==> config.mk <==
export PLATFORM = sky130hd
export DESIGN_NAME = centroid_defuzzifier
export DESIGN_NICKNAME = d
export VERILOG_FILES = /design/src/rtl/cdf_pkg.sv /design/src/rtl/centroid_defuzzifier.sv /design/src/rtl/cdf_mac.sv /design/src/rtl/cdf_div.sv
export SDC_FILE = /design/constraint.sdc
export NUM_CORES = 1
export LEC_CHECK = 0
export CORE_ASPECT_RATIO = 2
export CORE_UTILIZATION = 25
export CTS_BUF_LIST = sky130_fd_sc_hd__clkbuf_16
export CTS_CLUSTER_SIZE = 25
export DETAILED_ROUTE_END_ITERATION = 6
export DONT_BUFFER_PORTS = 1
export SYNTH_ARGS = -nofsm -noshare
export SYNTH_HDL_FRONTEND = slang
export SYNTH_SLANG_ARGS = --single-unit
==> constraint.sdc <==
create_clock -name i_clk -period 18.3 [get_ports i_clk]
set_clock_uncertainty 0.2 [all_clocks]
set_input_delay 3.66 -clock i_clk [delete_from_list [all_inputs] [get_ports i_clk]]
set_output_delay 3.66 -clock i_clk [all_outputs]
set_load 0.03 [all_outputs]
==> src/rtl/cdf_pkg.sv <==
// ----------------------------------------------------------------------------
// cdf_pkg
// shared types and constants of the centroid defuzzifier
// ----------------------------------------------------------------------------
package cdf_pkg;

    localparam int SAMPLE_W = 16;  // point value and crisp result width
    localparam int GRADE_W  = 16;  // membership grade width
    localparam int WGT_W    = GRADE_W + 1;                  // upper plus lower grade
    localparam int PROD_W   = SAMPLE_W + WGT_W;             // signed value times weight
    localparam int WSUM_W   = 51;  // weighted value sum
    localparam int WTOT_W   = 28;  // weight sum
    localparam int CNT_W    = $clog2(WSUM_W);

    localparam logic [CNT_W-1:0]  DIV_LAST_STEP = CNT_W'(WSUM_W - 1);
    localparam logic [WSUM_W-1:0] MAG_POS_MAX   = WSUM_W'((1 << (SAMPLE_W - 1)) - 1);
    localparam logic [WSUM_W-1:0] MAG_NEG_MAX   = WSUM_W'(1 << (SAMPLE_W - 1));
    localparam logic [SAMPLE_W-1:0] SAT_POS     = SAMPLE_W'((1 << (SAMPLE_W - 1)) - 1);
    localparam logic [SAMPLE_W-1:0] SAT_NEG     = SAMPLE_W'(1 << (SAMPLE_W - 1));

    localparam logic MODE_TYPE1 = 1'b0;
    localparam logic MODE_NT    = 1'b1;

    typedef enum logic [2:0] {
        ST_IDLE,
        ST_MUL,
        ST_ACC,
        ST_DIV_START,
        ST_DIV_WAIT
    } t_seq_state;

    typedef enum logic [1:0] {
        DIV_IDLE,
        DIV_RUN,
        DIV_FIX,
        DIV_DONE
    } t_div_state;

    typedef struct packed {
        logic capture;
        logic mul;
        logic acc;
        logic clear;
    } t_mac_ctl;

    typedef struct packed {
        logic start;
        logic ack;
    } t_div_ctl;

    typedef struct packed {
        logic busy;
        logic done;
    } t_div_sts;

endpackage

==> src/rtl/centroid_defuzzifier.sv <==
// a point that is not last runs capture, multiply and accumulate in turn, and o_ready
// stays low until it is done, so a new point waits for the one before
// a last point adds the divide: 51 one-bit restoring steps plus load, fix and hand-off,
//   and the next point is taken only after the result is handed to the output register
// reset: synchronous active low, clears mode, both sums, sequencer and output valid
// ----------------------------------------------------------------------------
// centroid_defuzzifier
// streaming centroid defuzzifier, type-1 or interval type-2 nt averaging
// ----------------------------------------------------------------------------
module centroid_defuzzifier (
    input  logic                                  i_clk,
    input  logic                                  i_rst_n,
    // configuration: mode register
    input  logic                                  i_cfg_we,
    input  logic                                  i_cfg_wdata,
    // input word channel
    input  logic                                  i_valid,
    output logic                                  o_ready,
    input  logic signed [cdf_pkg::SAMPLE_W-1:0]   i_point_value,
    input  logic        [cdf_pkg::GRADE_W-1:0]    i_upper_membership,
    input  logic        [cdf_pkg::GRADE_W-1:0]    i_lower_membership,
    input  logic                                  i_last_point,
    // result word channel
    output logic                                  o_valid,
    input  logic                                  i_ready,
    output logic signed [cdf_pkg::SAMPLE_W-1:0]   o_crisp_value,
    output logic                                  o_zero_weight
);
    import cdf_pkg::*;

    t_seq_state                r_state, n_state;
    logic                      r_mode;
    logic                      r_last;
    logic                      r_out_valid, n_out_valid;
    logic signed [SAMPLE_W-1:0] r_crisp;
    logic                      r_zero;
    logic                      w_accept;
    logic                      w_load;
    t_mac_ctl                  w_mac_ctl;
    t_div_ctl                  w_div_ctl;
    t_div_sts                  w_div_sts;
    logic signed [WSUM_W-1:0]  w_wsum;
    logic        [WTOT_W-1:0]  w_wtot;
    logic signed [SAMPLE_W-1:0] w_quot;
    logic                      w_quot_zero;

    // mode register; the user must write it only between sets, the block does not enforce it
    always_ff @(posedge i_clk) begin
        if (!i_rst_n) begin
            r_mode <= MODE_TYPE1;
        end else if (i_cfg_we) begin
            r_mode <= i_cfg_wdata;
        end
    end

    assign o_ready  = (r_state == ST_IDLE);
    assign w_accept = i_valid && o_ready;

    // result register is free when empty or being drained this cycle
    assign w_load = (r_state == ST_DIV_WAIT) && w_div_sts.done
                 && (!r_out_valid || i_ready);

    // sequencer: capture -> multiply -> accumulate, last point runs the divide
    always_comb begin
        n_state           = r_state;
        w_mac_ctl         = '0;
        w_div_ctl         = '0;
        w_mac_ctl.capture = w_accept;
        unique case (r_state)
            ST_IDLE: begin
                if (w_accept) begin
                    n_state = ST_MUL;
                end
            end
            ST_MUL: begin
                w_mac_ctl.mul = 1'b1;
                n_state       = ST_ACC;
            end
            ST_ACC: begin
                w_mac_ctl.acc = 1'b1;
                n_state       = r_last ? ST_DIV_START : ST_IDLE;
            end
            ST_DIV_START: begin
                // divider takes the sums, then they clear for the next set
                w_div_ctl.start = 1'b1;
                w_mac_ctl.clear = 1'b1;
                n_state         = ST_DIV_WAIT;
            end
            ST_DIV_WAIT: begin
                if (w_load) begin
                    w_div_ctl.ack = 1'b1;
                    n_state       = ST_IDLE;
                end
            end
            default: n_state = ST_IDLE;
        endcase
    end

    always_ff @(posedge i_clk) begin
        if (!i_rst_n) begin
            r_state <= ST_IDLE;
        end else begin
            r_state <= n_state;
        end
    end

    always_ff @(posedge i_clk) begin
        if (w_accept) begin
            r_last <= i_last_point;
        end
    end

    // output register: holds a finished word while the next set streams in
    always_comb begin
        n_out_valid = r_out_valid;
        if (w_load) begin
            n_out_valid = 1'b1;
        end else if (i_ready) begin
            n_out_valid = 1'b0;
        end
    end

    always_ff @(posedge i_clk) begin
        if (!i_rst_n) begin
            r_out_valid <= 1'b0;
        end else begin
            r_out_valid <= n_out_valid;
        end
    end

    always_ff @(posedge i_clk) begin
        if (w_load) begin
            r_crisp <= w_quot;
            r_zero  <= w_quot_zero;
        end
    end

    assign o_valid       = r_out_valid;
    assign o_crisp_value = r_crisp;
    assign o_zero_weight = r_zero;

    cdf_mac u_mac (
        .i_clk              (i_clk),
        .i_rst_n            (i_rst_n),
        .i_ctl              (w_mac_ctl),
        .i_mode             (r_mode),
        .i_point_value      (i_point_value),
        .i_upper_membership (i_upper_membership),
        .i_lower_membership (i_lower_membership),
        .o_wsum             (w_wsum),
        .o_wtot             (w_wtot)
    );

    cdf_div u_div (
        .i_clk   (i_clk),
        .i_rst_n (i_rst_n),
        .i_ctl   (w_div_ctl),
        .i_num   (w_wsum),
        .i_den   (w_wtot),
        .o_sts   (w_div_sts),
        .o_quot  (w_quot),
        .o_zero  (w_quot_zero)
    );

    // no new point is taken while the divider is working
    a_busy_stall: assert property (@(posedge i_clk) disable iff (!i_rst_n)
        w_div_sts.busy |-> !o_ready)
        else $error("point accepted during divide");

    // a point that is accepted keeps the block busy for the multiply cycle
    a_accept_gap: assert property (@(posedge i_clk) disable iff (!i_rst_n)
        w_accept |=> !o_ready)
        else $error("back to back accept");

    // a finished divide lands in the result register
    a_load_out: assert property (@(posedge i_clk) disable iff (!i_rst_n)
        w_load |=> (o_valid && !w_div_sts.done))
        else $error("divide result not handed to output");

    // the sums start every set from zero
    a_sums_clear: assert property (@(posedge i_clk) disable iff (!i_rst_n)
        w_div_ctl.start |=> (w_wsum == '0 && w_wtot == '0))
        else $error("sums not cleared after last point");

endmodule

==> src/rtl/cdf_mac.sv <==
// ----------------------------------------------------------------------------
// cdf_mac
// weight select, registered multiply and the two running sums
// ----------------------------------------------------------------------------
module cdf_mac (
    input  logic                                  i_clk,
    input  logic                                  i_rst_n,
    input  cdf_pkg::t_mac_ctl                     i_ctl,
    input  logic                                  i_mode,
    input  logic signed [cdf_pkg::SAMPLE_W-1:0]   i_point_value,
    input  logic        [cdf_pkg::GRADE_W-1:0]    i_upper_membership,
    input  logic        [cdf_pkg::GRADE_W-1:0]    i_lower_membership,
    output logic signed [cdf_pkg::WSUM_W-1:0]     o_wsum,
    output logic        [cdf_pkg::WTOT_W-1:0]     o_wtot
);
    import cdf_pkg::*;

    logic signed [SAMPLE_W-1:0] r_value;
    logic        [WGT_W-1:0]    r_weight;
    logic signed [PROD_W-1:0]   r_prod;
    logic signed [WSUM_W-1:0]   r_wsum, n_wsum;
    logic        [WTOT_W-1:0]   r_wtot, n_wtot;
    logic        [WGT_W-1:0]    w_weight;
    logic signed [PROD_W:0]     w_prod_full;

    // nt mode: upper plus lower, the one half cancels in the ratio
    assign w_weight = {1'b0, i_upper_membership}
                    + ((i_mode == MODE_NT) ? {1'b0, i_lower_membership} : '0);

    assign w_prod_full = r_value * $signed({1'b0, r_weight});

    always_ff @(posedge i_clk) begin
        if (i_ctl.capture) begin
            r_value  <= i_point_value;
            r_weight <= w_weight;
        end
        if (i_ctl.mul) begin
            r_prod <= w_prod_full[PROD_W-1:0];
        end
    end

    always_comb begin
        n_wsum = r_wsum;
        n_wtot = r_wtot;
        if (i_ctl.clear) begin
            n_wsum = '0;
            n_wtot = '0;
        end else if (i_ctl.acc) begin
            n_wsum = r_wsum + WSUM_W'(r_prod);
            n_wtot = r_wtot + WTOT_W'(r_weight);
        end
    end

    always_ff @(posedge i_clk) begin
        if (!i_rst_n) begin
            r_wsum <= '0;
            r_wtot <= '0;
        end else begin
            r_wsum <= n_wsum;
            r_wtot <= n_wtot;
        end
    end

    assign o_wsum = r_wsum;
    assign o_wtot = r_wtot;

endmodule

==> src/rtl/cdf_div.sv <==
// ----------------------------------------------------------------------------
// cdf_div
// restoring divider, one quotient bit a cycle, with sign fix and saturation
// ----------------------------------------------------------------------------
module cdf_div (
    input  logic                                  i_clk,
    input  logic                                  i_rst_n,
    input  cdf_pkg::t_div_ctl                     i_ctl,
    input  logic signed [cdf_pkg::WSUM_W-1:0]     i_num,
    input  logic        [cdf_pkg::WTOT_W-1:0]     i_den,
    output cdf_pkg::t_div_sts                     o_sts,
    output logic signed [cdf_pkg::SAMPLE_W-1:0]   o_quot,
    output logic                                  o_zero
);
    import cdf_pkg::*;

    t_div_state          r_state, n_state;
    logic [CNT_W-1:0]    r_cnt, n_cnt;
    logic [WSUM_W-1:0]   r_quo, n_quo;
    logic [WTOT_W-1:0]   r_rem, n_rem;
    logic [WTOT_W-1:0]   r_den, n_den;
    logic                r_neg, n_neg;
    logic [SAMPLE_W-1:0] r_res, n_res;
    logic                r_zero, n_zero;
    logic [WTOT_W:0]     w_shift;
    logic [WTOT_W:0]     w_diff;
    logic [WSUM_W-1:0]   w_neg_quo;
    logic [SAMPLE_W-1:0] w_sat;

    assign w_shift   = {r_rem, r_quo[WSUM_W-1]};
    assign w_diff    = w_shift - {1'b0, r_den};
    assign w_neg_quo = -r_quo;

    always_comb begin
        if (r_neg) begin
            w_sat = (r_quo > MAG_NEG_MAX) ? SAT_NEG : w_neg_quo[SAMPLE_W-1:0];
        end else begin
            w_sat = (r_quo > MAG_POS_MAX) ? SAT_POS : r_quo[SAMPLE_W-1:0];
        end
    end

    always_comb begin
        n_state = r_state;
        n_cnt   = r_cnt;
        n_quo   = r_quo;
        n_rem   = r_rem;
        n_den   = r_den;
        n_neg   = r_neg;
        n_res   = r_res;
        n_zero  = r_zero;
        unique case (r_state)
            DIV_IDLE: begin
                if (i_ctl.start) begin
                    n_den = i_den;
                    n_neg = i_num[WSUM_W-1];
                    n_quo = i_num[WSUM_W-1] ? -i_num : i_num;
                    n_rem = '0;
                    n_cnt = DIV_LAST_STEP;
                    if (i_den == '0) begin
                        n_res   = '0;
                        n_zero  = 1'b1;
                        n_state = DIV_DONE;
                    end else begin
                        n_state = DIV_RUN;
                    end
                end
            end
            DIV_RUN: begin
                n_rem = w_diff[WTOT_W] ? w_shift[WTOT_W-1:0] : w_diff[WTOT_W-1:0];
                n_quo = {r_quo[WSUM_W-2:0], ~w_diff[WTOT_W]};
                if (r_cnt == '0) begin
                    n_state = DIV_FIX;
                end else begin
                    n_cnt = r_cnt - 1'b1;
                end
            end
            DIV_FIX: begin
                n_res   = w_sat;
                n_zero  = 1'b0;
                n_state = DIV_DONE;
            end
            DIV_DONE: begin
                if (i_ctl.ack) begin
                    n_state = DIV_IDLE;
                end
            end
            default: n_state = DIV_IDLE;
        endcase
    end

    always_ff @(posedge i_clk) begin
        if (!i_rst_n) begin
            r_state <= DIV_IDLE;
        end else begin
            r_state <= n_state;
        end
    end

    always_ff @(posedge i_clk) begin
        r_cnt  <= n_cnt;
        r_quo  <= n_quo;
        r_rem  <= n_rem;
        r_den  <= n_den;
        r_neg  <= n_neg;
        r_res  <= n_res;
        r_zero <= n_zero;
    end

    assign o_sts.busy = (r_state != DIV_IDLE);
    assign o_sts.done = (r_state == DIV_DONE);
    assign o_quot     = r_res;
    assign o_zero     = r_zero;

    // zero divisor result is always a forced zero
    a_zero_res: assert property (@(posedge i_clk) disable iff (!i_rst_n)
        (o_sts.done && o_zero) |-> (o_quot == '0))
        else $error("zero weight result not forced to zero");

    // a start is only issued while the unit is free
    a_start_idle: assert property (@(posedge i_clk) disable iff (!i_rst_n)
        i_ctl.start |-> (r_state == DIV_IDLE))
        else $error("divider started while busy");

    // the iteration count only walks down while running
    a_cnt_step: assert property (@(posedge i_clk) disable iff (!i_rst_n)
        (r_state == DIV_RUN && r_cnt != '0) |=> (r_cnt == $past(r_cnt) - 1'b1))
        else $error("divider step count skipped");

endmodule
==> results.yml <==
grt:
  groute.usage.overall_pct: 13.6
  vias_in_the_first_global_route: 21800
  grt.busiest_layer: "met2"
  antenna_found_initial: 1
  grt_util_met3_pct: 1.78
  maximum_number_of_pins_on_one_net_before_global_route_repair: 104
  grt_pass1_wl_um: 118000
  grt-ovfl-total: 0
  gr-usage-met2_pct: 26.6
  grt_util_met1_pct: 13.0
clock_network:
  clockBufferDepth: 3
  hold_buffer_count_at_cts: 0
  clock_latency_ns: 0.59
  number_of_clock_sinks_seen_by_cts: 301
  clk_pin_slew_ns: 0.06
  cts_setup_buffers: 0
  clock_tree.htree_level_count: 2
  number_of_buffers_added_by_the_clock_tree_synthesis_step: 35
  ctsResizeCount: 0
  ctsRootBufferMaster: "clkbuf_16"
  cts_tree: "yes"
synthesis:
  ys_warn_count: 0
  syn-mean-instance-area_um2: 9.14
  yosysMostFrequentCell: "nand2_1"
  yosys.area.top_type_share_pct: 23.5
  yosysUniqueCellTypes: 76
  netlist_instances: 3003
  synth-main-ff-cell: "edfxtp_1"
  synth.ff_latch_count: 301
  ys_top_cells_by_count: "nand2_1, inv_1, ha_1"
  synth_area_leader_cell: "edfxtp_1"
  synthTopCellsByArea: "edfxtp_1, fa_1, ha_1"
  syn_nets: 3509
  syn_area_um2: 27400
  number_of_flops_mapped_to_enable_cells_by_yosys: 215
  ys_seq_area_share_pct: 29.8
  synthArstFlopShare_pct: 0
floorplan:
  num_rows: 171
  floorplan.initialDensity_pct: 25.3
  die_extent_in_y_um: 471
  core_um2: 109000
  dieArea_um2: 111000
  io_pins: 74
  die-width_um: 236
routing:
  route.detailed.vias_per_inst: 4.83
  routedWlPerCell_um: 17.4
  drt_wl_total_um: 75600
  drt_first_iter_violations: 1182
  antenna_left: 0
  num_vias: 21000
  drcViolationCount: 0
  detail_route.first_pass.iterations: 5
setup_path:
  crit_type: "flip-flop to flip-flop"
  cp_data_arrival_time_ns: 7.26
  worst-path-max-fanout: 17
  r2r_end: "u_mac.r_prod[32]"
  worst-endpoint-required_ns: 18.42
  critical_path.startpoint_type: "flip-flop"
  crit_path_end_kind: "flip-flop"
  number_of_cell_instances_on_the_worst_register_to_register_path: 21
  reg2reg_slack_ns: 11.16
  r2r_start: "u_mac.r_value[9]"
sta:
  rsz_0062_raised_after_global_routing: "no"
  timing.final.hold_violations: 0
  worst_slew_margin_rel_pct: 24.9
  fin_crit_sh_pct: 39.0
  finalWorstPathRequiredPeriod_ns: 7.14
  maxSlewViolCount: 0
  setup_violators_final: 0
  tightest_slew_ns: 1.13
  setup-tns-final_ns: 0
  achievable-frequency_mhz: 140
placed_design:
  place.port_buffers: 0
  hpwl_um: 59300
  gpl.final_weighted_congestion: 0.893
cells_and_area:
  synthToLayoutAreaGrowth_pct: 9.48
  nets: 3437
  seqCellArea_um2: 8180
  final_layout_size_suffix_gt1_share_pct: 3.75
  utilization_pct: 27.6
  area_of_the_multi_input_gates_um2: 17600
  fillCellCount: 11500
power_and_ir_drop:
  power.density_nw_per_um2: 199
  ir_worst_vdd_v: 0.000281
  power.static_leakage_nw: 12.8
hold_path:
  worst_hold_path_type: "flip-flop to flip-flop"
  worst_hold_path.endpoint: "o_crisp_value[12]"
  worstHoldStart: "u_div.o_quot[12]"
  worst_hold_path.num_cells: 0
status:
  status: "finished, final reports clean"
flow_run:
  max_cap_viol_count: 0
-- metal layers --
layer	vias to the layer above	part of all wire (%)
li1	10100	-
met1	10200	36
met2	455	55
met3	203	3.3
met4	0	6.1
met5	-	0
-- cells by family after synthesis --
| group | Yosys count | share of synthesized area, % |
|---|---|---|
| AO/OA/AOI/OAI | 633 | 14.5 |
| XOR/XNOR | 170 | 5.42 |
| adder cells (fa/ha/maj) | 451 | 26.4 |
| buffers and inverters | 466 | 6.38 |
| flip-flops | 301 | 29.8 |
| multiplexers | 9 | 0.328 |
| AND/OR/NAND/NOR | 973 | 17.2 |
-- stage by stage --
stage          cells  area (µm²)  power, mW  hold slack, ns  setup slack [ns]
2_1_floorplan   3003       27400       4.15           0.200             11.71
3_3_place_gp    4278       28900       5.26           0.206             11.20
3_5_place_dp    4278       28900       5.29           0.205             11.14
4_1_cts         4342       30000       6.05           0.186             11.15
5_1_grt         4343       30100       6.55           0.201             10.86
6_report        4343       30100       5.98           0.191             11.16
-- flip-flops by register name (all words and copies together) (netlist names) --
register,count
o_crisp_value,16
o_valid,1
r_state,3
u_div.o_zero,1
u_div.r_cnt,6
r_last,1
u_div.r_neg,1
u_mac.o_wtot,28
u_div.r_quo,51
u_mac.r_value,16
o_zero_weight,1
u_div.r_state,2
r_mode,1
u_div.r_rem,28
u_mac.o_wsum,51
u_mac.r_weight,17
u_mac.r_prod,33
u_div.o_quot,16
u_div.r_den,28
-- worst max-delay path by stage --
stage | start | to | slack [ns] | depth (start not counted)
after CTS | u_mac.r_value[12] | u_mac.r_prod[32] | 11.15 | 21
after global routing | u_mac.r_value[8] | u_mac.r_prod[32] | 10.86 | 21
final | u_mac.r_value[9] | u_mac.r_prod[32] | 11.16 | 21
after floorplan | u_mac.r_value[9] | u_mac.r_prod[32] | 11.71 | 23
after global placement | i_lower_membership[0] | u_mac.r_weight[14] | 11.20 | 14
after detailed placement | u_mac.r_weight[10] | u_mac.r_prod[32] | 11.14 | 21
-- where the power goes --
part	leakage, nW	internal (mW)	total, mW	switching, mW
registers	2.69	1.04	1.15	0.112
clock network	0.576	0.413	0.724	0.310
logic	9.56	1.68	4.10	2.43
-- layout make-up --
type | count | area share [%]
repair buffers | 14 | 0.350
well taps | 1384 | 5.76
clock buffers | 35 | 2.91
multi-input cells | 2236 | 58.5
diodes | 1 | 0.00833
clock inverters | 29 | 0.974
flip-flops and latches | 301 | 27.2
inverters | 343 | 4.28
-- cell usage in the layout, fill, tap and decap left out, drive strengths merged, types with 7 or more instances in the layout --
cell type / netlist / final
mux2i: 9 / 9
buf: 5 / 14
or2: 11 / 11
nand3: 65 / 65
or3: 35 / 35
and2: 147 / 147
nand2: 395 / 395
nand3b: 11 / 11
edfxtp: 215 / 215
o41ai: 10 / 10
a211oi: 29 / 29
o21a: 14 / 14
and3: 21 / 21
o21bai: 26 / 26
dfxtp: 86 / 86
o31ai: 26 / 26
a21o: 79 / 79
nor2: 142 / 142
fa: 212 / 212
ha: 239 / 239
nor3: 32 / 32
clkinv: 1 / 13
inv: 342 / 351
nand4: 24 / 24
o211ai: 9 / 9
nand2b: 22 / 22
or4: 10 / 10
o311ai: 7 / 7
a21oi: 173 / 173
nor4: 24 / 24
o21ai: 170 / 170
a21boi: 12 / 12
xor2: 84 / 84
clkbuf: 118 / 35
xnor2: 86 / 86
nor2b: 19 / 19
a31oi: 24 / 24
-- worst max-delay path, cell delays in order, from the launching register on --
cell and delay (ns):
edfxtp_1 0.83, nand2_1 0.17, fa_1 0.54, fa_1 0.53
inv_1 0.06, fa_1 0.50, fa_1 0.60, fa_1 0.56
inv_1 0.05, fa_1 0.53, inv_1 0.04, ha_1 0.35
a21o_1 0.20, a21o_1 0.17, a21oi_1 0.17, o21ai_0 0.13
a221o_1 0.33, a21oi_1 0.18, a21oi_1 0.09, a2111o_1 0.37
a21oi_1 0.17, xnor2_1 0.09
Note: power is estimated with default switching activity, not from simulation.
